==> config.mk <==
export PLATFORM = sky130hd
export DESIGN_NAME = sstf_cell
export DESIGN_NICKNAME = d
export VERILOG_FILES = /design/src/rtl/sstf_pkg.sv /design/src/rtl/sstf_cell.sv
export SDC_FILE = /design/constraint.sdc
export NUM_CORES = 1
export LEC_CHECK = 0
export BUFFER_PORTS_ARGS = -buffer_cell sky130_fd_sc_hd__buf_2
export CAP_MARGIN = 20
export CORE_AREA = 2 2 179 181
export CTS_CLUSTER_DIAMETER = 200
export DETAILED_ROUTE_END_ITERATION = 16
export DIE_AREA = 0 0 181 183
export GPL_ROUTABILITY_DRIVEN = 0
export MAX_ROUTING_LAYER = met4
export PLACE_DENSITY = 0.71
export SYNTH_ARGS = -nofsm -noshare
export SYNTH_HDL_FRONTEND = slang
export SYNTH_SLANG_ARGS = --single-unit
export TNS_END_PERCENT = 20
==> constraint.sdc <==
create_clock -name i_clk -period 21.8 [get_ports i_clk]
set_input_delay 6.54 -clock i_clk [delete_from_list [all_inputs] [get_ports i_clk]]
set_output_delay 6.54 -clock i_clk [all_outputs]
set_load 0.01 [all_outputs]
==> src/rtl/sstf_pkg.sv <==
`default_nettype none
// ----------------------------------------------------------------------------
// sstf_pkg
// Types, sizes and codes shared by the shortest-seek-first scheduler.
// ----------------------------------------------------------------------------
package sstf_pkg;

    localparam int QUEUE_DEPTH = 32;
    localparam int SECTOR_W    = 48;
    localparam int TAG_W       = 8;
    localparam int IDX_W       = $clog2(QUEUE_DEPTH);
    // The scan registers the keys first and then moves through each cell in turn.
    localparam int SCAN_CYCLES = QUEUE_DEPTH + 2;
    localparam int CNT_W       = $clog2(SCAN_CYCLES);

    typedef enum logic [1:0] {
        OP_ADD      = 2'd0,
        OP_DISPATCH = 2'd1,
        OP_REMOVE   = 2'd2,
        OP_NONE     = 2'd3
    } t_op;

    typedef enum logic [1:0] {
        ST_OK        = 2'd0,
        ST_EMPTY     = 2'd1,
        ST_FULL      = 2'd2,
        ST_NOT_FOUND = 2'd3
    } t_status;

    typedef enum logic [1:0] {
        S_IDLE,
        S_SCAN,
        S_EXEC
    } t_state;

    // Contents of one queue cell.
    typedef struct packed {
        logic                valid;
        logic [SECTOR_W-1:0] sector;
        logic [TAG_W-1:0]    tag;
    } t_slot;

    // Best candidate so far, handed from cell to cell.
    typedef struct packed {
        logic                found;
        logic [SECTOR_W-1:0] key;
        logic [IDX_W-1:0]    idx;
        logic [SECTOR_W-1:0] sector;
        logic [TAG_W-1:0]    tag;
    } t_scan;

    // What every cell is looking for during a scan.
    typedef struct packed {
        logic                dispatch;
        logic [TAG_W-1:0]    tag;
        logic [SECTOR_W-1:0] head;
    } t_bcast;

    // Update command broadcast to all cells.
    typedef struct packed {
        logic                add;
        logic                del;
        logic [IDX_W-1:0]    idx;
        logic [SECTOR_W-1:0] sector;
        logic [TAG_W-1:0]    tag;
    } t_cmd;

endpackage
`default_nettype wire

==> src/rtl/sstf_cell.sv <==
`default_nettype none
// ----------------------------------------------------------------------------
// sstf_cell
// One queue entry: holds a request, computes its key and passes the best
// candidate on to the next cell.
// ----------------------------------------------------------------------------
module sstf_cell (
    input  wire                          i_clk,
    input  wire                          i_rst_n,
    input  wire [sstf_pkg::IDX_W-1:0]    i_index,
    input  sstf_pkg::t_bcast             i_bcast,
    input  sstf_pkg::t_cmd               i_cmd,
    input  wire                          i_left_valid,
    input  sstf_pkg::t_slot              i_right,
    input  sstf_pkg::t_scan              i_scan,
    output sstf_pkg::t_slot              o_slot,
    output sstf_pkg::t_scan              o_scan
);
    import sstf_pkg::*;

    logic                r_valid;
    logic [SECTOR_W-1:0] r_sector;
    logic [TAG_W-1:0]    r_tag;
    logic                r_cand;
    logic [SECTOR_W-1:0] r_key;
    t_scan               r_scan;

    logic                n_cand;
    logic [SECTOR_W-1:0] n_key;
    t_scan               n_scan;
    logic                take;

    always_ff @(posedge i_clk) begin
        if (!i_rst_n) begin
            r_valid <= 1'b0;
        end else if (i_cmd.del && (i_index >= i_cmd.idx)) begin
            r_valid <= i_right.valid;
        end else if (i_cmd.add && !r_valid && i_left_valid) begin
            r_valid <= 1'b1;
        end
    end

    always_ff @(posedge i_clk) begin
        if (i_cmd.del && (i_index >= i_cmd.idx)) begin
            r_sector <= i_right.sector;
            r_tag    <= i_right.tag;
        end else if (i_cmd.add && !r_valid && i_left_valid) begin
            r_sector <= i_cmd.sector;
            r_tag    <= i_cmd.tag;
        end
    end

    // Dispatch ranks by true seek distance; remove ranks all tag matches
    // equally, so the earliest one wins.
    always_comb begin
        if (i_bcast.dispatch) begin
            n_cand = r_valid;
            n_key  = (r_sector >= i_bcast.head) ? (r_sector - i_bcast.head)
                                                : (i_bcast.head - r_sector);
        end else begin
            n_cand = r_valid && (r_tag == i_bcast.tag);
            n_key  = '0;
        end
    end

    always_comb begin
        take = r_cand && (!i_scan.found || (r_key < i_scan.key));
        if (take) begin
            n_scan.found  = 1'b1;
            n_scan.key    = r_key;
            n_scan.idx    = i_index;
            n_scan.sector = r_sector;
            n_scan.tag    = r_tag;
        end else begin
            n_scan = i_scan;
        end
    end

    always_ff @(posedge i_clk) begin
        r_cand <= n_cand;
        r_key  <= n_key;
        r_scan <= n_scan;
    end

    assign o_slot.valid  = r_valid;
    assign o_slot.sector = r_sector;
    assign o_slot.tag    = r_tag;
    assign o_scan        = r_scan;

endmodule
`default_nettype wire

Word level (Yosys, flattened, before mapping)
Index checks and enable logic that the tools add are counted.
{ "totals": {"reg_bits": 216, "input_bits": 295, "elab_cells": 34} }
{ "classes": {"add_sub_neg": 2, "magnitude_cmp": 3, "n_eq_ne": 1, "muxes": 9, "n_reduce_logical": 9} }
{ "op_table": {"columns": ["op", "count"], "rows": [
  ["$mux W48", 3],
  ["$mux W109", 1],
  ["$sub A48 B48 Y48", 2],
  ["$ge A48 B48 Y1", 1],
  ["$lt A48 B48 Y1", 1],
  ["$mux W8", 2],
  ["$eq A8 B8 Y1", 1],
  ["$ge A5 B5 Y1", 1],
  ["$logic_and A1 B1 Y1", 5],
  ["$mux W1", 3],
  ["$logic_not A1 Y1", 2],
  ["$reduce_bool A2 Y1", 1],
  ["$logic_or A1 B1 Y1", 1]
]} }

Depth between registers and ports, before layout
{ "depth": {"word_depth": 5, "depth_mapped": 14, "depth_no_buf": 11} }

Worst setup path after synthesis
No wires, ideal clock.
{ "synth_timing": {"path_type": "input port to flip-flop", "startpoint": "input port i_left_valid", "endpoint": "register r_valid", "setup_ns": 0.077, "t_arrival_ns": 11.322, "setup_slack_ns": 10.401, "cell_stages": 3, "path_buffers": 0, "cell_sequence": "nand2_1 o21ai_0 o221a_2"} }
{ "synth_between": {"elab_chain_len": 2} }
{ "synth_rtl": {"columns": ["element", "line", "source"], "rows": [
  ["start: declaration", "sstf_cell.sv:13", "input wire i_left_valid,"],
  ["$logic_and A1 B1 Y1", "sstf_cell.sv:38", "end else if (i_cmd.add && !r_valid && i_left_valid) begin"],
  ["$reduce_bool A2 Y1 (no source line)", null, null],
  ["end signal: assignment", "sstf_cell.sv:37", "r_valid <= i_right.valid;"],
  ["end: declaration", "sstf_cell.sv:21", "logic r_valid;"]
]} }
Every way passes these cells.
A chain may end at the register's enable or synchronous reset.

Worst setup path in the final report
{ "layout_timing": {"startpoint": "input port i_bcast[3] (netlist name)", "endpoint": "register r_key[40]"} }
{ "layout_between": {"elab_chain_len": 2, "word_cells_on_any_way": 4, "classes_between": "2 x add/sub; 1 x order compare; 1 x mux"} }
{ "layout_rtl": {"columns": ["element", "line", "source"], "rows": [
  ["start: declaration", "sstf_cell.sv:11", "input sstf_pkg::t_bcast i_bcast,"],
  ["$sub A48 B48 Y48, or another cell as far along", "sstf_cell.sv:59", ": (i_bcast.head - r_sector);"],
  ["$mux W48 *", "sstf_cell.sv:58", "n_key = (r_sector >= i_bcast.head) ? (r_sector - i_bcast.head)"],
  ["end signal: assignment", "sstf_cell.sv:81", "r_key <= n_key;"],
  ["end: declaration", "sstf_cell.sv:25", "logic [SECTOR_W-1:0] r_key;"]
]} }
Mark *: on every way between the ends. The rest lies on a longest branch, timed or not.

==> impl_metrics.json <==
{
  "outcome": "completed",
  "first_iter_violations": 942,
  "grt_pass1_vias": 12616,
  "finalCriticalPeriod_ns": 9.39,
  "met1_usage_pct": 33.9,
  "place_area_um2": 17000,
  "drive_above_1_share_pct": 35.8,
  "seq_power_share_pct": 36.6,
  "whs_path_depth": 1,
  "start_kind": "primary input",
  "synth-edff-count": 56,
  "whs_endpoint": "o_scan[104]",
  "synth-compound-area-share_pct": 17.8,
  "cp_slowest_stage_delay_ns": 0.49,
  "max_slew_margin_pct": 49.2,
  "ys_seq_area_share_pct": 33.7,
  "cts_sinks": 216,
  "fp.dieArea_um2": 33100,
  "setup.worst_path.end_class": "flip-flop",
  "core_um2": 31200,
  "synth_xor_area_share_pct": 2.00,
  "finish.utilization_pct": 57.2,
  "routed_wl_mm": 43.0,
  "synth_common_cells": "inv_1, mux2_2, dfxtp_1",
  "yosysTopAreaCellShare_pct": 22.1,
  "crit_type": "in -> reg",
  "area.growth.synth_to_final_pct": 23.4,
  "grtUsageMet2_pct": 41.5,
  "clockBufferDepth": 3,
  "p_int_mw": 0.911,
  "yosysWarnings": 0,
  "final_max_slew_viol_count": 0,
  "busiest_layer": "met2",
  "io_pins": 462,
  "ant_nets": 0,
  "syn-instance-count": 1525,
  "die_h_um": 183,
  "rsz0062_at_grt": "false",
  "post_cts_resized": 0,
  "synthArstFlopShare_pct": 0,
  "arrival_ns": 9.83,
  "placementRows": 65,
  "grt_use_met3_pct": 3.69,
  "pre_cts_slack_ns": 11.96,
  "fin_skew_ns": 0.0181,
  "synth-simple-area-share_pct": 10.1,
  "fin_ws_ns": 12.41,
  "hold_class": "reg -> reg",
  "die_w_um": 181,
  "syn_area_um2": 14500,
  "cts_root_buffer": "clkbuf_16",
  "wl_per_cell_um": 18.1,
  "fin_setup_tns_ns": 0,
  "grt_pass1_wl_mm": 66.6,
  "synth_most_common_cell": "inv_1",
  "cpMaxStageDelayCell": "ha_1",
  "vdd_ir_drop_max_mv": 0.0583,
  "cts_buffers": 25,
  "power_switching_share_pct": 33.5,
  "postLayoutCellArea_um2": 17900,
  "grt-ovfl-total": 0,
  "r2r_cells": 10,
  "synth_area_leaders": "dfxtp_1, mux2_2, ha_1",
  "drcViolationCount": 0,
  "initial_utilization_pct": 46.4,
  "reg2reg_slack_ns": 18.06,
  "synth_cell_types": 78,
  "worst_pin_slew_ns": 0.755,
  "cp_top_family": "compound AO/OA/AOI/OAI gates",
  "max_freq_mhz": 107,
  "crit_buf_inv": 2,
  "post-dp-hpwl_mm": 34.6,
  "worstPathRequired_ns": 22.24,
  "worst-path-max-fanout": 32,
  "r2r-start": "r_sector[3]",
  "synth.largest_area_cell": "dfxtp_1",
  "seq_area_um2": 4880,
  "synth-adder-area-share_pct": 13.0,
  "grt_max_degree": 69,
  "p_per_area_nw_per_um2": 76.7,
  "synthMuxAreaShare_pct": 16.5,
  "finalSetupViolCount": 0,
  "grtUsageTotal_pct": 25.6,
  "cap_violations": 0,
  "power_leakage_nw": 8.99,
  "p_sw_mw": 0.459,
  "p_clk_share_pct": 30.9,
  "avgViaCountPerCell": 5.44,
  "cts_tree": "done",
  "power_mw": 1.37,
  "cts_htree_levels": 1,
  "synth_top_family_by_area": "compound AO/OA/AOI/OAI gates",
  "io_buffers": 461,
  "hold_viol": 0,
  "fin_crit_sh_pct": 43.1,
  "power_frac_comb_pct": 32.5,
  "fillerInstances": 2814,
  "reg2reg_to": "r_key[40]",
  "antenna_found_initial": 3,
  "synth.avg_cell_area_um2": 9.49,
  "critPathLaunch": "i_bcast[3]",
  "holdBufCountCts": 0,
  "clk_latency_ns": 0.53,
  "multi_input_area_um2": 8640,
  "min_from": "r_key[43]",
  "ys_ff_latch": 216,
  "vias": 12939,
  "yosys_most_used_dff": "dfxtp_1",
  "nets": 2397,
  "postCtsSetupRepairBufs": 0,
  "syn_nets": 1969,
  "firstDrtPassIters": 5,
  "crit_chain": "buf_2 -> inv_1 -> ha_1 -> nand4_1 -> o21bai_1 -> o21ai_2 -> a31o_1 -> o211ai_4 -> a21o_4 -> mux2_4 -> a311oi_2 -> mux2i_1",
  "path_clk_slew_ns": 0.06
}
power groups by stage:
stage / Combinational [mW] / Clock [mW] / Sequential [mW]
3_5_place_dp: 0.436 / 0 / 0.510
3_3_place_gp: 0.429 / 0 / 0.508
5_1_grt: 0.485 / 0.449 / 0.507
2_1_floorplan: 0.285 / 0 / 0.513
4_1_cts: 0.439 / 0.435 / 0.501
6_report: 0.445 / 0.423 / 0.501
cell type report:
class,instances,share of cell area [%]
clock buffer,35,4.17
timing repair buffer,467,13.2
sequential,216,27.3
clock inverter,11,0.546
tap,402,2.82
multi-input combinational,1073,48.3
inverter,170,3.57
antenna,3,0.0420
how the worst max path moves through the flow:
stage	end	slack, ns	cells after the start
3_3_place_gp	r_key[40]	12.07	12
2_1_floorplan	r_valid	10.40	3
6_report	r_key[40]	12.41	12
4_1_cts	r_key[40]	12.50	12
3_5_place_dp	r_key[40]	11.96	12
5_1_grt	r_key[5]	12.29	13
logic make-up (layout without fill, tap and decap cells):
| group | count (synthesis) | count (layout) |
|---|---|---|
| multiplexers | 217 | 217 |
| AND/OR/NAND/NOR | 285 | 285 |
| buffers and inverters | 236 | 683 |
| adder cells (fa/ha/maj) | 149 | 149 |
| flip-flops | 216 | 216 |
| XOR/XNOR | 33 | 33 |
| AO/OA/AOI/OAI | 389 | 389 |
| other | 0 | 3 |
sequential cells by signal, indices dropped and copies added, names as in the netlist:
signal / count
r_sector: 48
r_cand: 1
r_key: 48
r_tag: 8
o_scan: 110
r_valid: 1
layout by cell type, fill, tap and decap left out, drive strengths merged, types with 52 or more instances in the layout:
| cell type | count |
|---|---|
| a21o | 68 |
| a21oi | 131 |
| buf | 467 |
| dfxtp | 160 |
| edfxtp | 56 |
| ha | 147 |
| inv | 172 |
| mux2 | 168 |
| nand2 | 89 |
| nor2 | 52 |
| o21ai | 64 |
per-layer routing:
metal	wire length, µm	vias to the layer above
met5	0	-
met4	939	0
met3	3000	63
met2	19700	555
met1	19400	6044
li1	-	6277
per-stage QoR:
stage               hold slack [ns]  cells
finish                        0.490   2377
global route                  0.502   2377
CTS                           0.493   2374
detailed placement            0.474   2328
global placement              0.478   2328
floorplan                     0.411   1525
(Power assumes the default switching activity.)
