`config.mk`:
```
export PLATFORM = sky130hd
export DESIGN_NAME = sstf_ctrl_flat
export DESIGN_NICKNAME = d
export VERILOG_FILES = /design/src/rtl/sstf_pkg.sv /design/src/rtl/sstf_req_if.sv /design/src/rtl/sstf_rsp_if.sv /design/src/rtl/sstf_ctrl.sv /design/src/flat_wrapper.sv
export SDC_FILE = /design/constraint.sdc
export NUM_CORES = 1
export LEC_CHECK = 0
export BUFFER_PORTS_ARGS = -buffer_cell sky130_fd_sc_hd__buf_2
export CAP_MARGIN = 20
export CORE_AREA = 2 2 140 142
export DETAILED_ROUTE_END_ITERATION = 12
export DIE_AREA = 0 0 142 144
export GPL_TIMING_DRIVEN = 1
export HOLD_SLACK_MARGIN = 0.02
export PLACE_DENSITY_LB_ADDON = 0.12
export SLEW_MARGIN = 20
export SYNTH_ARGS = -nofsm -noshare
export SYNTH_HDL_FRONTEND = slang
export SYNTH_SLANG_ARGS = --single-unit
```
`constraint.sdc`:
```
create_clock -name i_clk -period 10.6 [get_ports i_clk]
set_input_delay 0.53 -clock i_clk [delete_from_list [all_inputs] [get_ports i_clk]]
set_output_delay 0.53 -clock i_clk [all_outputs]
set_load 0.005 [all_outputs]
```
`src/rtl/sstf_pkg.sv`:
```
`default_nettype none
// ----------------------------------------------------------------------------
// sstf_pkg
// Types, sizes and codes shared by the shortest-seek-first scheduler.
// ----------------------------------------------------------------------------
package sstf_pkg;

    localparam int QUEUE_DEPTH = 32;
    localparam int SECTOR_W    = 48;
    localparam int TAG_W       = 8;
    localparam int IDX_W       = $clog2(QUEUE_DEPTH);
    // The scan registers the keys first and then moves through each cell in turn.
    localparam int SCAN_CYCLES = QUEUE_DEPTH + 2;
    localparam int CNT_W       = $clog2(SCAN_CYCLES);

    typedef enum logic [1:0] {
        OP_ADD      = 2'd0,
        OP_DISPATCH = 2'd1,
        OP_REMOVE   = 2'd2,
        OP_NONE     = 2'd3
    } t_op;

    typedef enum logic [1:0] {
        ST_OK        = 2'd0,
        ST_EMPTY     = 2'd1,
        ST_FULL      = 2'd2,
        ST_NOT_FOUND = 2'd3
    } t_status;

    typedef enum logic [1:0] {
        S_IDLE,
        S_SCAN,
        S_EXEC
    } t_state;

    // Contents of one queue cell.
    typedef struct packed {
        logic                valid;
        logic [SECTOR_W-1:0] sector;
        logic [TAG_W-1:0]    tag;
    } t_slot;

    // Best candidate so far, handed from cell to cell.
    typedef struct packed {
        logic                found;
        logic [SECTOR_W-1:0] key;
        logic [IDX_W-1:0]    idx;
        logic [SECTOR_W-1:0] sector;
        logic [TAG_W-1:0]    tag;
    } t_scan;

    // What every cell is looking for during a scan.
    typedef struct packed {
        logic                dispatch;
        logic [TAG_W-1:0]    tag;
        logic [SECTOR_W-1:0] head;
    } t_bcast;

    // Update command broadcast to all cells.
    typedef struct packed {
        logic                add;
        logic                del;
        logic [IDX_W-1:0]    idx;
        logic [SECTOR_W-1:0] sector;
        logic [TAG_W-1:0]    tag;
    } t_cmd;

endpackage
`default_nettype wire

```
`src/rtl/sstf_req_if.sv`:
```
`default_nettype none
// ----------------------------------------------------------------------------
// sstf_req_if
// Request channel: operation, sector and tag with valid/ready.
// ----------------------------------------------------------------------------
interface sstf_req_if;
    logic                         valid;
    logic                         ready;
    logic [1:0]                   op;
    logic [sstf_pkg::SECTOR_W-1:0] sector;
    logic [sstf_pkg::TAG_W-1:0]    tag;

    modport source (output valid, op, sector, tag, input ready);
    modport sink   (input valid, op, sector, tag, output ready);
endinterface
`default_nettype wire

```
`src/rtl/sstf_rsp_if.sv`:
```
`default_nettype none
// ----------------------------------------------------------------------------
// sstf_rsp_if
// Response channel: dispatch result and status with valid/ready.
// ----------------------------------------------------------------------------
interface sstf_rsp_if;
    logic                          valid;
    logic                          ready;
    logic                          dispatched;
    logic [sstf_pkg::SECTOR_W-1:0] out_sector;
    logic [sstf_pkg::TAG_W-1:0]    out_tag;
    logic [1:0]                    status;

    modport source (output valid, dispatched, out_sector, out_tag, status, input ready);
    modport sink   (input valid, dispatched, out_sector, out_tag, status, output ready);
endinterface
`default_nettype wire

```
`src/rtl/sstf_ctrl.sv`:
```
`default_nettype none
// ----------------------------------------------------------------------------
// sstf_ctrl
// Sequencer: takes a request, waits for the cell scan, updates the cells,
// the head position and the response register.
// ----------------------------------------------------------------------------
module sstf_ctrl (
    input  wire              i_clk,
    input  wire              i_rst_n,
    sstf_req_if.sink         i_req,
    sstf_rsp_if.source       o_rsp,
    input  wire              i_first_valid,
    input  wire              i_last_valid,
    input  sstf_pkg::t_scan  i_scan,
    output sstf_pkg::t_bcast o_bcast,
    output sstf_pkg::t_cmd   o_cmd
);
    import sstf_pkg::*;

    t_state              r_state;
    t_state              n_state;
    t_op                 r_op;
    logic [SECTOR_W-1:0] r_sector;
    logic [TAG_W-1:0]    r_tag;
    logic [SECTOR_W-1:0] r_head;
    logic [CNT_W-1:0]    r_cnt;
    logic                r_out_valid;
    logic                r_out_disp;
    logic [SECTOR_W-1:0] r_out_sector;
    logic [TAG_W-1:0]    r_out_tag;
    t_status             r_out_status;

    logic                accept;
    logic                scan_done;
    logic                slot_free;
    logic                finish;
    logic                res_disp;
    logic [SECTOR_W-1:0] res_sector;
    logic [TAG_W-1:0]    res_tag;
    t_status             res_status;

    assign accept    = i_req.valid && i_req.ready;
    assign scan_done = (r_cnt == CNT_W'(SCAN_CYCLES - 1));
    assign slot_free = !r_out_valid || o_rsp.ready;
    assign finish    = (r_state == S_EXEC) && slot_free;

    always_comb begin
        n_state = r_state;
        case (r_state)
            S_IDLE: begin
                if (accept) begin
                    if (t_op'(i_req.op) inside {OP_DISPATCH, OP_REMOVE}) begin
                        n_state = S_SCAN;
                    end else begin
                        n_state = S_EXEC;
                    end
                end
            end
            S_SCAN: begin
                if (scan_done) begin
                    n_state = S_EXEC;
                end
            end
            S_EXEC: begin
                if (slot_free) begin
                    n_state = S_IDLE;
                end
            end
            default: n_state = S_IDLE;
        endcase
    end

    always_comb begin
        i_req.ready = (r_state == S_IDLE);
    end

    always_ff @(posedge i_clk) begin
        if (!i_rst_n) begin
            r_state <= S_IDLE;
        end else begin
            r_state <= n_state;
        end
    end

    always_ff @(posedge i_clk) begin
        if (accept) begin
            r_op     <= t_op'(i_req.op);
            r_sector <= i_req.sector;
            r_tag    <= i_req.tag;
        end
    end

    always_ff @(posedge i_clk) begin
        if (!i_rst_n) begin
            r_cnt <= '0;
        end else if (r_state == S_SCAN) begin
            r_cnt <= r_cnt + CNT_W'(1);
        end else begin
            r_cnt <= '0;
        end
    end

    // Result of the current transaction, valid in S_EXEC.
    always_comb begin
        res_disp   = 1'b0;
        res_sector = '0;
        res_tag    = '0;
        res_status = ST_OK;
        o_cmd      = '0;
        case (r_op)
            OP_ADD: begin
                if (i_last_valid) begin
                    res_status = ST_FULL;
                end else begin
                    o_cmd.add    = finish;
                    o_cmd.sector = r_sector;
                    o_cmd.tag    = r_tag;
                end
            end
            OP_DISPATCH: begin
                if (!i_first_valid) begin
                    res_status = ST_EMPTY;
                end else begin
                    res_disp   = 1'b1;
                    res_sector = i_scan.sector;
                    res_tag    = i_scan.tag;
                    o_cmd.del  = finish;
                    o_cmd.idx  = i_scan.idx;
                end
            end
            OP_REMOVE: begin
                if (!i_scan.found) begin
                    res_status = ST_NOT_FOUND;
                end else begin
                    o_cmd.del = finish;
                    o_cmd.idx = i_scan.idx;
                end
            end
            default: begin
                res_status = ST_OK;
            end
        endcase
    end

    always_ff @(posedge i_clk) begin
        if (!i_rst_n) begin
            r_head <= '0;
        end else if (finish && res_disp) begin
            r_head <= res_sector;
        end
    end

    always_ff @(posedge i_clk) begin
        if (!i_rst_n) begin
            r_out_valid <= 1'b0;
        end else if (finish) begin
            r_out_valid <= 1'b1;
        end else if (o_rsp.ready) begin
            r_out_valid <= 1'b0;
        end
    end

    always_ff @(posedge i_clk) begin
        if (finish) begin
            r_out_disp   <= res_disp;
            r_out_sector <= res_sector;
            r_out_tag    <= res_tag;
            r_out_status <= res_status;
        end
    end

    assign o_bcast.dispatch = (r_op == OP_DISPATCH);
    assign o_bcast.tag      = r_tag;
    assign o_bcast.head     = r_head;

    assign o_rsp.valid      = r_out_valid;
    assign o_rsp.dispatched = r_out_disp;
    assign o_rsp.out_sector = r_out_sector;
    assign o_rsp.out_tag    = r_out_tag;
    assign o_rsp.status     = r_out_status;

endmodule
`default_nettype wire

```
`src/flat_wrapper.sv`:
```
// flat-port wrapper written by rule: the top's interface ports become plain ports
module sstf_ctrl_flat import sstf_pkg::*;
  (i_clk, i_rst_n, i_first_valid, i_last_valid, i_scan, o_bcast, o_cmd, i_req_valid, i_req_op, i_req_sector, i_req_tag, i_req_ready, o_rsp_valid, o_rsp_dispatched, o_rsp_out_sector, o_rsp_out_tag, o_rsp_status, o_rsp_ready);
  sstf_req_if i_req_i ();
  sstf_rsp_if o_rsp_i ();
  input  wire i_clk;
  input  wire i_rst_n;
  input  wire i_first_valid;
  input  wire i_last_valid;
  input  sstf_pkg::t_scan i_scan;
  output sstf_pkg::t_bcast o_bcast;
  output sstf_pkg::t_cmd o_cmd;
  input wire logic [$bits(i_req_i.valid)-1:0] i_req_valid;
  input wire logic [$bits(i_req_i.op)-1:0] i_req_op;
  input wire logic [$bits(i_req_i.sector)-1:0] i_req_sector;
  input wire logic [$bits(i_req_i.tag)-1:0] i_req_tag;
  output wire logic [$bits(i_req_i.ready)-1:0] i_req_ready;
  output wire logic [$bits(o_rsp_i.valid)-1:0] o_rsp_valid;
  output wire logic [$bits(o_rsp_i.dispatched)-1:0] o_rsp_dispatched;
  output wire logic [$bits(o_rsp_i.out_sector)-1:0] o_rsp_out_sector;
  output wire logic [$bits(o_rsp_i.out_tag)-1:0] o_rsp_out_tag;
  output wire logic [$bits(o_rsp_i.status)-1:0] o_rsp_status;
  input wire logic [$bits(o_rsp_i.ready)-1:0] o_rsp_ready;
  assign i_req_i.valid = i_req_valid;
  assign i_req_i.op = i_req_op;
  assign i_req_i.sector = i_req_sector;
  assign i_req_i.tag = i_req_tag;
  assign i_req_ready = i_req_i.ready;
  assign o_rsp_valid = o_rsp_i.valid;
  assign o_rsp_dispatched = o_rsp_i.dispatched;
  assign o_rsp_out_sector = o_rsp_i.out_sector;
  assign o_rsp_out_tag = o_rsp_i.out_tag;
  assign o_rsp_status = o_rsp_i.status;
  assign o_rsp_i.ready = o_rsp_ready;
  sstf_ctrl u_core (.i_clk(i_clk), .i_rst_n(i_rst_n), .i_req(i_req_i), .o_rsp(o_rsp_i), .i_first_valid(i_first_valid), .i_last_valid(i_last_valid), .i_scan(i_scan), .o_bcast(o_bcast), .o_cmd(o_cmd));
endmodule
```
Word level (Yosys, flattened, before mapping)
Index checks and enable logic that the tools add are counted.

storage, ports and cells
  register bits = 174
  bits in latches = 0
  RAM bits = 0
  memory bits (read-only) = 0
  input bits = 174
  output and inout bits = 181
  word-level logic and storage cells = 56
  memories kept = 0

cells by class
  add/subtract/negate cells = 1
  multipliers = 0
  divide/modulo/power cells = 0
  $lt $le $gt $ge = 0
  equality and inequality tests = 10
  shifts and indexed selects = 0
  mux-type cells = 22
  bitwise logic cells = 0
  reduce and logical (&&, ||, !) cells = 12

operator list
  operator             count
  $mux 56              2
  $mux 48              2
  $mux 2               6
  $mux 6               2
  $pmux 2 s3           2
  $pmux 6 s2           1
  $mux 1               7
  $add 6x1->6 const B  1
  $eq 2x1->1 const B   3
  $eq 2x2->1 const B   3
  $eq 6x6->1 const B   1
  $logic_not 2->1      2
  $ne 2x1->1 const B   2
  $reduce_and 2->1     2
  $reduce_bool 2->1    2
  $logic_and 1x1->1    3
  $reduce_and 3->1     1
  $ne 2x2->1 const B   1
  $logic_not 1->1      1
  $logic_or 1x1->1     1

Longest topological paths before layout
Gate-level depths: netlist (run 1).

  word-level depth = 5
  depth in mapped cells = 7
  gate-level depth less buffers = 5

Worst setup path before layout (run 1)
Ideal clock, no wire load.

  kind = input to output
  start = input port o_rsp_ready
  end = output port o_cmd[61] (netlist bit)
  data arrival time = 3.500 ns
  slack = 6.570 ns
  cell stages on the path = 3
  path buffers = 0
  path through = nor2b_1 nor2_1 and2_1

RTL lines
  element          line                text
  start, declared  flat_wrapper.sv:23  input wire logic [$bits(o_rsp_i.ready)-1:0] o_rsp_ready;
  end, declared    flat_wrapper.sv:12  output sstf_pkg::t_cmd o_cmd;

==> impl_metrics.env, run 1 <==
export IMPL_yosys_warnings=0
export IMPL_cts_sinks=174
export IMPL_skew_ps=10.67
export IMPL_synth_area_um2=6750
export IMPL_endpoint_kind="output pin"
export IMPL_grt_pass1_wl_mm=25.51
export IMPL_postCtsResizedCells=0
export IMPL_status="finished clean"
export IMPL_crit_path_start_kind="flop"
export IMPL_htreeDepth=4
export IMPL_yosysTopAreaCell="edfxtp_1"
export IMPL_p_total_mw=1.438
export IMPL_whs_path_depth=1
export IMPL_cts_buffer_depth=2
export IMPL_relSlewSlack_pct=27.05
export IMPL_clock_latency_ps=410
export IMPL_critPathKind="reg -> out"
export IMPL_ys_ff_latch=174
export IMPL_postSynthAreaPerCell_um2=12.93
export IMPL_nets=996
export IMPL_antenna_found_initial=0
export IMPL_start_util_pct=35.38
export IMPL_p_leak_nw=4.060
export IMPL_hold_path_class="in -> reg"
export IMPL_synthesis_nets=702
export IMPL_synthTopCellsByArea="edfxtp_1 52%, dfxtp_1 17%, mux2i_1 7.1%, and2_1 5.9%, nand2_1 5.6%"
export IMPL_routed_wl_mm=17.19
export IMPL_tritoncts="done"
export IMPL_rrSetupSlack_ps=7560
export IMPL_startpoint="u_core.r_op[1]"
export IMPL_finalCritPeriodShare_pct=32.92
export IMPL_whs_endpoint="u_core.r_sector[21]"
export IMPL_timing_final_max_slew_violations=0
export IMPL_track_usage_pct=16.25
export IMPL_tightest_slew_ps=1094
export IMPL_viasPerCell=4.580
export IMPL_avgRoutedWirePerCell_um=16.11
export IMPL_critPathMaxFanout=59
export IMPL_area_growth_pct=33.31
export IMPL_gp_congestion=0.7548
export IMPL_post_cts_buffers=0
export IMPL_antenna_cells=0
export IMPL_required_ps=10070
export IMPL_yosys_area_top_type_share_pct=52.05
export IMPL_synthCells=522
export IMPL_drc=0
export IMPL_fill_cells=1822
export IMPL_synth_seq_area_share_pct=68.95
export IMPL_via_count=4887
export IMPL_cts_root_buf="clkbuf_16"
export IMPL_cts_clk_slew_worst_paths_ps=70
export IMPL_setup_viol=0
export IMPL_hp_start="i_req_sector[21]"
export IMPL_rows=51
export IMPL_die_h_um=144
export IMPL_rsz0062_at_grt="false"
export IMPL_reg2reg_depth=6
export IMPL_drive_above_1_share_pct=41.50
export IMPL_io_pins=355
export IMPL_io_buffers=306
export IMPL_ant_nets=0
export IMPL_drt_first_iter_violations=161
export IMPL_grt_max_degree=101
export IMPL_fmax_ghz=0.2865
export IMPL_die_area_um2=20450
export IMPL_rr_endpoint="u_core.r_head[12]"
export IMPL_die_x_um=142
export IMPL_hold_viol_final=0
export IMPL_cp_arrival_ps=2960
export IMPL_hpwl_mm=11.88
export IMPL_fin_crit_ps=3490
export IMPL_detail_route_first_pass_iterations=4
export IMPL_numCtsBuffers=17
export IMPL_grt_pass1_vias=4783
export IMPL_setup_tns_final_ps=0
export IMPL_ir_drop_mv=0.1027
export IMPL_coreArea_um2=19080
export IMPL_power_density_nw_per_um2=159.8
export IMPL_cts_hold_buf=0
export IMPL_drv_cap=0
export IMPL_reg2reg_from="u_core.r_op[1]"
export IMPL_yosysUniqueCellTypes=29
export IMPL_globalRouteOverflowTotal=0
[kinds of logic (layout without fill, tap and decap cells)]
family,Yosys count,after routing,share of synthesized area (%)
multiplexers,48,48,7.118
AO/OA/AOI/OAI,9,9,0.9453
buffers and inverters,38,345,2.576
adder cells (fa/ha/maj),6,6,1.112
flip-flops,174,174,68.95
AND/OR/NAND/NOR,243,243,18.78
XOR/XNOR,4,4,0.5191
[registers in the layout (all words and copies together), names as in the netlist]
name and count:
u_core.o_rsp.out_sector 48, u_core.r_head 48, u_core.r_sector 48, u_core.o_rsp.out_tag 8, u_core.r_tag 8, u_core.r_cnt 6, u_core.o_rsp.status 2, u_core.r_op 2
u_core.r_state 2, u_core.o_rsp.dispatched 1, u_core.o_rsp.valid 1
[worst max-delay path, cell delays in order, from the launching register on]
cell      delay [ps]
edfxtp_1         410
inv_1            100
ha_2             920
nand2_1          290
a21boi_0         520
and2_1           200
buf_2            110
[cell type report]
class	instances	area (um^2)	area share, %
clock buffer	21	450.4	5.006
clock inverter	11	83.83	0.9316
inverter	4	15.01	0.1669
multi-input combinational	310	1941	21.57
sequential	174	4654	51.72
tap	238	297.8	3.309
timing repair buffer	309	1556	17.30
[placed cells by master, fill, tap and decap left out, types with 2 or more instances in the layout]
cell type and count:
inv_1 4, a21oi_1 4, mux2i_1 48, xor2_1 3, clkinv_4 2, nor2_1 7, and2_1 63, edfxtp_1 117
buf_4 4, nand2_1 101, nand3_1 2, clkbuf_16 17, nand2b_1 3, dfxtp_1 57, clkbuf_1 3, clkinvlp_4 4
ha_1 5, a21boi_0 2, nor4b_1 2, inv_6 3, buf_2 305, and3_1 56
[per-layer routing]
layer	share of wire, %	up-vias	track usage (%)
li1	-	2387	-
met1	41	2277	19.18
met2	49	201	27.77
met3	8.0	22	5.960
met4	1.8	0	4.947
met5	0	-	0
[per-stage QoR]
step / instance area [um^2] / worst slack [ps] / hold slack (ps) / util, % / instances
after floorplan: 6750 / 6570 / 433.4 / - / 522
after global placement: 8464 / 7575 / 440.2 / 44.36 / 1035
after detailed placement: 8464 / 7531 / 445.3 / 44.36 / 1035
after CTS: 8999 / 7087 / 266.5 / 47.16 / 1067
after global routing: 8999 / 6813 / 256.7 / 47.16 / 1067
final: 8999 / 7110 / 287.3 / 47.16 / 1067
[synth_stat cells, drive strengths merged]
master / n
inv: 4
o21a: 1
clkbuf: 28
nor4b: 2
nor2b: 2
a21oi: 4
nand2b: 4
o21ai: 1
or3: 1
and2: 64
nor3: 1
nor2: 8
or4b: 1
o32ai: 1
a21boi: 2
buf: 6
ha: 6
mux2i: 48
xor2: 3
xnor2: 1
dfxtp: 57
edfxtp: 117
nand3b: 1
and3: 56
nand3: 2
nand2: 101
[where the power goes]
part	total, mW	leakage [nW]	switching (mW)	internal [mW]
Sequential	0.764	1.55	0.00780	0.757
Combinational	0.105	2.26	0.0597	0.0449
Clock	0.569	0.249	0.260	0.309
[how the worst max path moves through the flow]
stage / endpoint / cells after the start
3_5_place_dp: u_core.r_head[46] / 6
3_3_place_gp: o_cmd[60] / 6
5_1_grt: o_cmd[58] / 6
4_1_cts: o_cmd[60] / 6
6_report: o_cmd[60] / 6
2_1_floorplan: o_cmd[61] / 3
(Power assumes the default switching activity.)
==> inputs of run 2 (changes only) <==
--- a/config.mk
+++ b/config.mk
@@ -7,9 +7,9 @@
 export LEC_CHECK = 0
 export BUFFER_PORTS_ARGS = -buffer_cell sky130_fd_sc_hd__buf_2
 export CAP_MARGIN = 20
-export CORE_AREA = 2 2 140 142
+export CORE_AREA = 2 2 137 139
 export DETAILED_ROUTE_END_ITERATION = 12
-export DIE_AREA = 0 0 142 144
+export DIE_AREA = 0 0 139 141
 export GPL_TIMING_DRIVEN = 1
 export HOLD_SLACK_MARGIN = 0.02
 export PLACE_DENSITY_LB_ADDON = 0.12
==> constraint.sdc (replaced) <==
create_clock -name i_clk -period 3.4 [get_ports i_clk]
set_input_delay 0.17 -clock i_clk [delete_from_list [all_inputs] [get_ports i_clk]]
set_output_delay 0.17 -clock i_clk [all_outputs]
set_load 0.005 [all_outputs]
==> run 2 against run 1 <==
Global-route usage is 2.2 points higher; register-to-register slack worse by 6300 ps; utilization is 8.2 points higher; non-clock buffer count is 107 higher; via count is 8.9% higher; clock skew is 0.94 ps lower; critical endpoint is now o_cmd[48].
==> impl_metrics.env, run 2 (synthesis results as in run 1) <==
export IMPL_skew_ps=9.733
export IMPL_antenna_cells=0
export IMPL_cp_endpoint="o_cmd[48]"
export IMPL_post_place_ws_ps=1271
export IMPL_tightest_slew_ps=1023
export IMPL_post_route_util_pct=55.36
export IMPL_power_density_nw_per_um2=471.8
export IMPL_multiInputGateArea_um2=1941
export IMPL_fin_cells=1170
export IMPL_setup_slack_ps=947.1
export IMPL_area_growth_pct=49.81
export IMPL_reg2reg_depth=6
export IMPL_cts_clk_slew_worst_paths_ps=70
export IMPL_dp_cells=1035
export IMPL_htreeDepth=4
export IMPL_numCtsBuffers=17
export IMPL_reg2reg_from="u_core.r_op[1]"
export IMPL_setup_tns_final_ps=0
export IMPL_startpoint="u_core.r_op[0]"
export IMPL_clock_latency_ps=420
export IMPL_timing_final_max_slew_violations=0
export IMPL_cp_arrival_ps=2280
export IMPL_ant_nets=0
export IMPL_mostFrequentLayoutCells="305 x buf_2, 117 x edfxtp_1, 103 x dlygate4sd3_1"
export IMPL_fill_cells=1593
export IMPL_ff_latch_area_um2=4654
export IMPL_grt_pass1_vias=5454
export IMPL_hpwl_mm=12.02
export IMPL_p_leak_nw=4.550
export IMPL_finalCritPeriodShare_pct=72.14
export IMPL_status="finished clean"
export IMPL_die_h_um=141
export IMPL_antenna_found_initial=1
export IMPL_fin_crit_ps=2453
export IMPL_coreArea_um2=18270
export IMPL_globalRouteOverflowTotal=0
export IMPL_gp_congestion=0.7748
export IMPL_grt_pass1_wl_mm=28.57
export IMPL_tritoncts="done"
export IMPL_io_buffers=306
export IMPL_nets=1103
export IMPL_rrSetupSlack_ps=1300
export IMPL_via_count=5322
export IMPL_cts_sinks=174
export IMPL_rows=50
export IMPL_routed_wl_mm=18.32
export IMPL_track_usage_pct=18.44
export IMPL_setup_viol=0
export IMPL_required_ps=3230
export IMPL_io_pins=355
export IMPL_rr_endpoint="u_core.r_head[13]"
export IMPL_drt_first_iter_violations=152
export IMPL_rsz0062_at_grt="false"
export IMPL_avgRoutedWirePerCell_um=15.66
export IMPL_grt_max_degree=101
export IMPL_hold_path_class="in -> reg"
export IMPL_critPathMaxFanout=57
export IMPL_hold_viol_final=0
export IMPL_cts_root_buf="clkbuf_16"
export IMPL_detail_route_first_pass_iterations=4
export IMPL_drive_above_1_share_pct=36.97
export IMPL_relSlewSlack_pct=31.80
export IMPL_ir_drop_mv=0.3300
export IMPL_die_x_um=139
export IMPL_start_util_pct=36.95
export IMPL_endpoint_kind="output pin"
export IMPL_viasPerCell=4.549
export IMPL_drv_cap=0
export IMPL_critPathKind="reg -> out"
export IMPL_layout_commonest_cell="buf_2"
export IMPL_fmax_ghz=0.4077
export IMPL_die_area_um2=19600
export IMPL_drc=0
export IMPL_crit_path_start_kind="flop"
export IMPL_cts_buffer_depth=2
[run 2: what timing repair did]
action,CTS,global route
endpoints found under the hold margin,103,0
buffers inserted,0,0
hold buffers,103,0
setup endpoints to repair,0,0
resized for setup,0,0
[run 2: through the flow]
step                      power, mW  cell area (um^2)  hold WS (ps)
after floorplan               2.573              6753         268.9
after global placement        2.756              8489         348.1
after detailed placement      2.767              8489         348.1
after CTS                     4.833             10110         21.68
after global routing          4.959             10110         24.50
final                         4.771             10110         37.75
[run 2: how the worst min path moves through the flow]
stage                     cells past startpoint             from            endpoint  slack, ps
after global placement                        1  i_req_sector[9]  u_core.r_sector[9]        350
after detailed placement                      1  i_req_sector[9]  u_core.r_sector[9]        350
after floorplan                               0      i_req_op[0]      u_core.r_op[0]        270
final                                         3       i_scan[10]    u_core.r_head[2]         40
after CTS                                     3       i_scan[10]    u_core.r_head[2]         20
after global routing                          3       i_scan[10]    u_core.r_head[2]         20
[run 2: routing by layer]
layer,part of all wire (%),wire length (um),global-route usage [%]
met1,41,7538,21.69
met2,51,9303,32.80
met3,6.1,1125,4.823
met4,1.9,357,6.380
met5,0,0,0
[run 2: power by group]
group          total [mW]  switching (mW)  internal (mW)
clock network        1.96           0.787           1.17
registers            2.38          0.0252           2.36
logic               0.427           0.207          0.219
[run 2: cell type report]
| cell class | count | area share [%] |
|---|---|---|
| Multi-Input combinational cell | 310 | 19.19 |
| Timing Repair Buffer | 416 | 25.88 |
| Clock inverter | 11 | 1.398 |
| Inverter | 4 | 0.1485 |
| Sequential cell | 174 | 46.03 |
| Tap cell | 234 | 2.895 |
| Clock buffer | 21 | 4.454 |
[run 2: critical path: stages (launching register included)]
cell and delay, ps:
edfxtp_1 420, inv_1 100, ha_1 170, nor2b_4 780
and2_1 250, buf_2 120
==> inputs of run 3 (changes only) <==
--- a/config.mk
+++ b/config.mk
@@ -7,9 +7,9 @@
 export LEC_CHECK = 0
 export BUFFER_PORTS_ARGS = -buffer_cell sky130_fd_sc_hd__buf_2
 export CAP_MARGIN = 20
-export CORE_AREA = 2 2 137 139
+export CORE_AREA = 2 2 140 142
 export DETAILED_ROUTE_END_ITERATION = 12
-export DIE_AREA = 0 0 139 141
+export DIE_AREA = 0 0 142 144
 export GPL_TIMING_DRIVEN = 1
 export HOLD_SLACK_MARGIN = 0.02
 export PLACE_DENSITY_LB_ADDON = 0.12
==> constraint.sdc (replaced) <==
create_clock -name i_clk -period 2.15 [get_ports i_clk]
set_input_delay 0.1075 -clock i_clk [delete_from_list [all_inputs] [get_ports i_clk]]
set_output_delay 0.1075 -clock i_clk [all_outputs]
set_load 0.005 [all_outputs]
==> run 3 against run 2 <==
Utilization decreased by 1.3 points; register-to-register slack got worse by 940 ps; die area is 4.3% higher; first-iteration DRC count increased by 37%; setup slack got worse by 790 ps; combinational power is 64% higher; critical path depth up 1; sequential share of layout area fell by 0.88 points; non-clock buffer count grew 13; cell area is 2.0% higher.
==> impl_metrics.env, run 3 (synthesis results as in run 1) <==
export IMPL_setup_slack_ps=161.2
export IMPL_status="finished clean"
export IMPL_hold_viol_final=0
export IMPL_die_h_um=144
export IMPL_die_area_um2=20450
export IMPL_mostFrequentLayoutCells="306 x buf_2, 117 x edfxtp_1, 113 x dlygate4sd3_1"
export IMPL_reg2reg_depth=6
export IMPL_rr_endpoint="u_core.r_head[9]"
export IMPL_ir_drop_mv=0.5837
export IMPL_p_sw_mw=1.698
export IMPL_ant_nets=0
export IMPL_relSlewSlack_pct=62.97
export IMPL_timing_final_max_slew_violations=0
export IMPL_whs_path_depth=2
export IMPL_cpPeakStageDelay_ps=430
export IMPL_critPathBufInv=3
export IMPL_grt_pass1_wl_mm=27.77
export IMPL_track_usage_pct=17.52
export IMPL_endpoint_kind="output pin"
export IMPL_avgRoutedWirePerCell_um=15.47
export IMPL_globalRouteOverflowTotal=0
export IMPL_startpoint="u_core.r_op[0]"
export IMPL_hp_start="i_scan[6]"
export IMPL_grt_max_degree=59
export IMPL_p_sw_share_pct=21.87
export IMPL_io_buffers=306
export IMPL_cts_clk_slew_worst_paths_ps=70
export IMPL_via_count=5435
export IMPL_area_growth_pct=52.73
export IMPL_required_ps=2040
export IMPL_grt_pass1_vias=5370
export IMPL_cp_arrival_ps=1880
export IMPL_drt_first_iter_violations=208
export IMPL_viasPerCell=4.579
export IMPL_hold_path_class="in -> reg"
export IMPL_crit_path_start_kind="flop"
export IMPL_cts_sinks=174
export IMPL_gp_congestion=0.7580
export IMPL_critPathKind="reg -> out"
export IMPL_fin_crit_ps=1989
export IMPL_whs_endpoint="u_core.o_rsp.out_tag[6]"
export IMPL_p_comb_share_pct=9.0
export IMPL_coreArea_um2=19080
export IMPL_p_leak_nw=4.634
export IMPL_setup_tns_final_ps=0
export IMPL_layout_commonest_cell="buf_2"
export IMPL_p_seq_share_pct=48.5
export IMPL_power_internal_mw=6.066
export IMPL_drc=0
export IMPL_detail_route_first_pass_iterations=4
export IMPL_die_x_um=142
export IMPL_antenna_found_initial=1
export IMPL_rows=51
export IMPL_reg2reg_from="u_core.r_op[1]"
export IMPL_hpwl_mm=12.32
export IMPL_routed_wl_mm=18.36
export IMPL_cp_top_family="buffers and inverters"
export IMPL_fmax_ghz=0.5028
export IMPL_worstPathCellList="inv_1 > ha_1 > nor2b_4 > buf_6 > and2_1 > buf_2"
export IMPL_cts_buffer_depth=2
export IMPL_post_place_ws_ps=351.3
export IMPL_nets=1116
export IMPL_power_share_clock_pct=42.5
export IMPL_post_cts_buffers=0
export IMPL_tritoncts="done"
export IMPL_critPathSlowestCell="edfxtp_1"
export IMPL_start_util_pct=35.38
export IMPL_finalCritPeriodShare_pct=92.50
export IMPL_clock_latency_ps=410
export IMPL_drive_above_1_share_pct=37.20
export IMPL_antenna_cells=0
export IMPL_tightest_slew_ps=555.5
export IMPL_io_pins=355
export IMPL_numCtsBuffers=17
export IMPL_drv_cap=0
export IMPL_worst_hold_slack_ps=49.45
export IMPL_critPathMaxFanout=57
export IMPL_cts_root_buf="clkbuf_16"
export IMPL_skew_ps=10.20
export IMPL_rrSetupSlack_ps=360
export IMPL_power_density_nw_per_um2=753.1
export IMPL_fill_cells=1674
export IMPL_rsz0062_at_grt="false"
export IMPL_htreeDepth=4
export IMPL_setup_viol=0
## run 3: cell types whose count changed in the layout (fill, tap and decap cells not counted), sizes merged
cell         previous run  this run
buf                   313       316
dlygate4sd3           103       113
clkinv                  8         4
clkinvlp                0         1
inv                     4        10
clkbuf                 21        17
bufinv                  3         4
## run 3: per-stage QoR
step / cell area [um^2] / util [%] / std cells / total power [mW]
floorplan: 6759 / - / 522 / 4.067
global placement: 8539 / 44.76 / 1042 / 4.363
detailed placement: 8539 / 44.76 / 1042 / 4.381
CTS: 10300 / 54.00 / 1187 / 7.859
global route: 10310 / 54.04 / 1187 / 8.093
finish: 10310 / 54.04 / 1187 / 7.765
## run 3: how the worst max path moves through the flow
| stage | depth (start not counted) | end | slack (ps) |
|---|---|---|---|
| after floorplan | 2 | u_core.o_rsp.dispatched | 280 |
| after global placement | 6 | u_core.r_head[13] | 420 |
| after detailed placement | 6 | u_core.r_head[0] | 350 |
| after CTS | 6 | o_cmd[37] | 30 |
| after global routing | 6 | o_cmd[62] | 1 |
| final | 6 | o_cmd[51] | 160 |
## run 3: what timing repair did
item,in CTS,in global routing
gates resized for setup,1,2
hold buffers,113,0
endpoints found under the hold margin,142,0
endpoints found under the setup margin,1,58
## run 3: layer usage
layer / wire [um] / track usage [%]
met5: 11 / 0
met4: 346 / 5.105
met3: 1179 / 5.265
met2: 9104 / 30.41
met1: 7721 / 21.12
## run 3: layout make-up
| class | instances | area (um^2) | area share (%) |
|---|---|---|---|
| clock inverter | 15 | 206.4 | 2.002 |
| clock buffer | 17 | 425.4 | 4.126 |
| sequential | 174 | 4654 | 45.15 |
| timing repair buffer | 429 | 2770 | 26.87 |
| tap | 238 | 297.8 | 2.888 |
| inverter | 4 | 15.01 | 0.1456 |
| multi-input combinational | 310 | 1941 | 18.82 |
## run 3: power groups by stage
stage | clock network, mW | logic [mW] | registers (mW)
detailed placement | 0 | 0.541 | 3.84
CTS | 3.38 | 0.708 | 3.77
floorplan | 0 | 0.223 | 3.84
finish | 3.30 | 0.702 | 3.77
global placement | 0 | 0.529 | 3.83
global route | 3.54 | 0.773 | 3.78
## run 3: worst reg2reg max path, stage by stage, from the launching register on
cell      delay [ps]
edfxtp_1         410
inv_1            110
ha_2             190
nand2_1          120
nor3_4           260
buf_4            390
mux2i_1          240
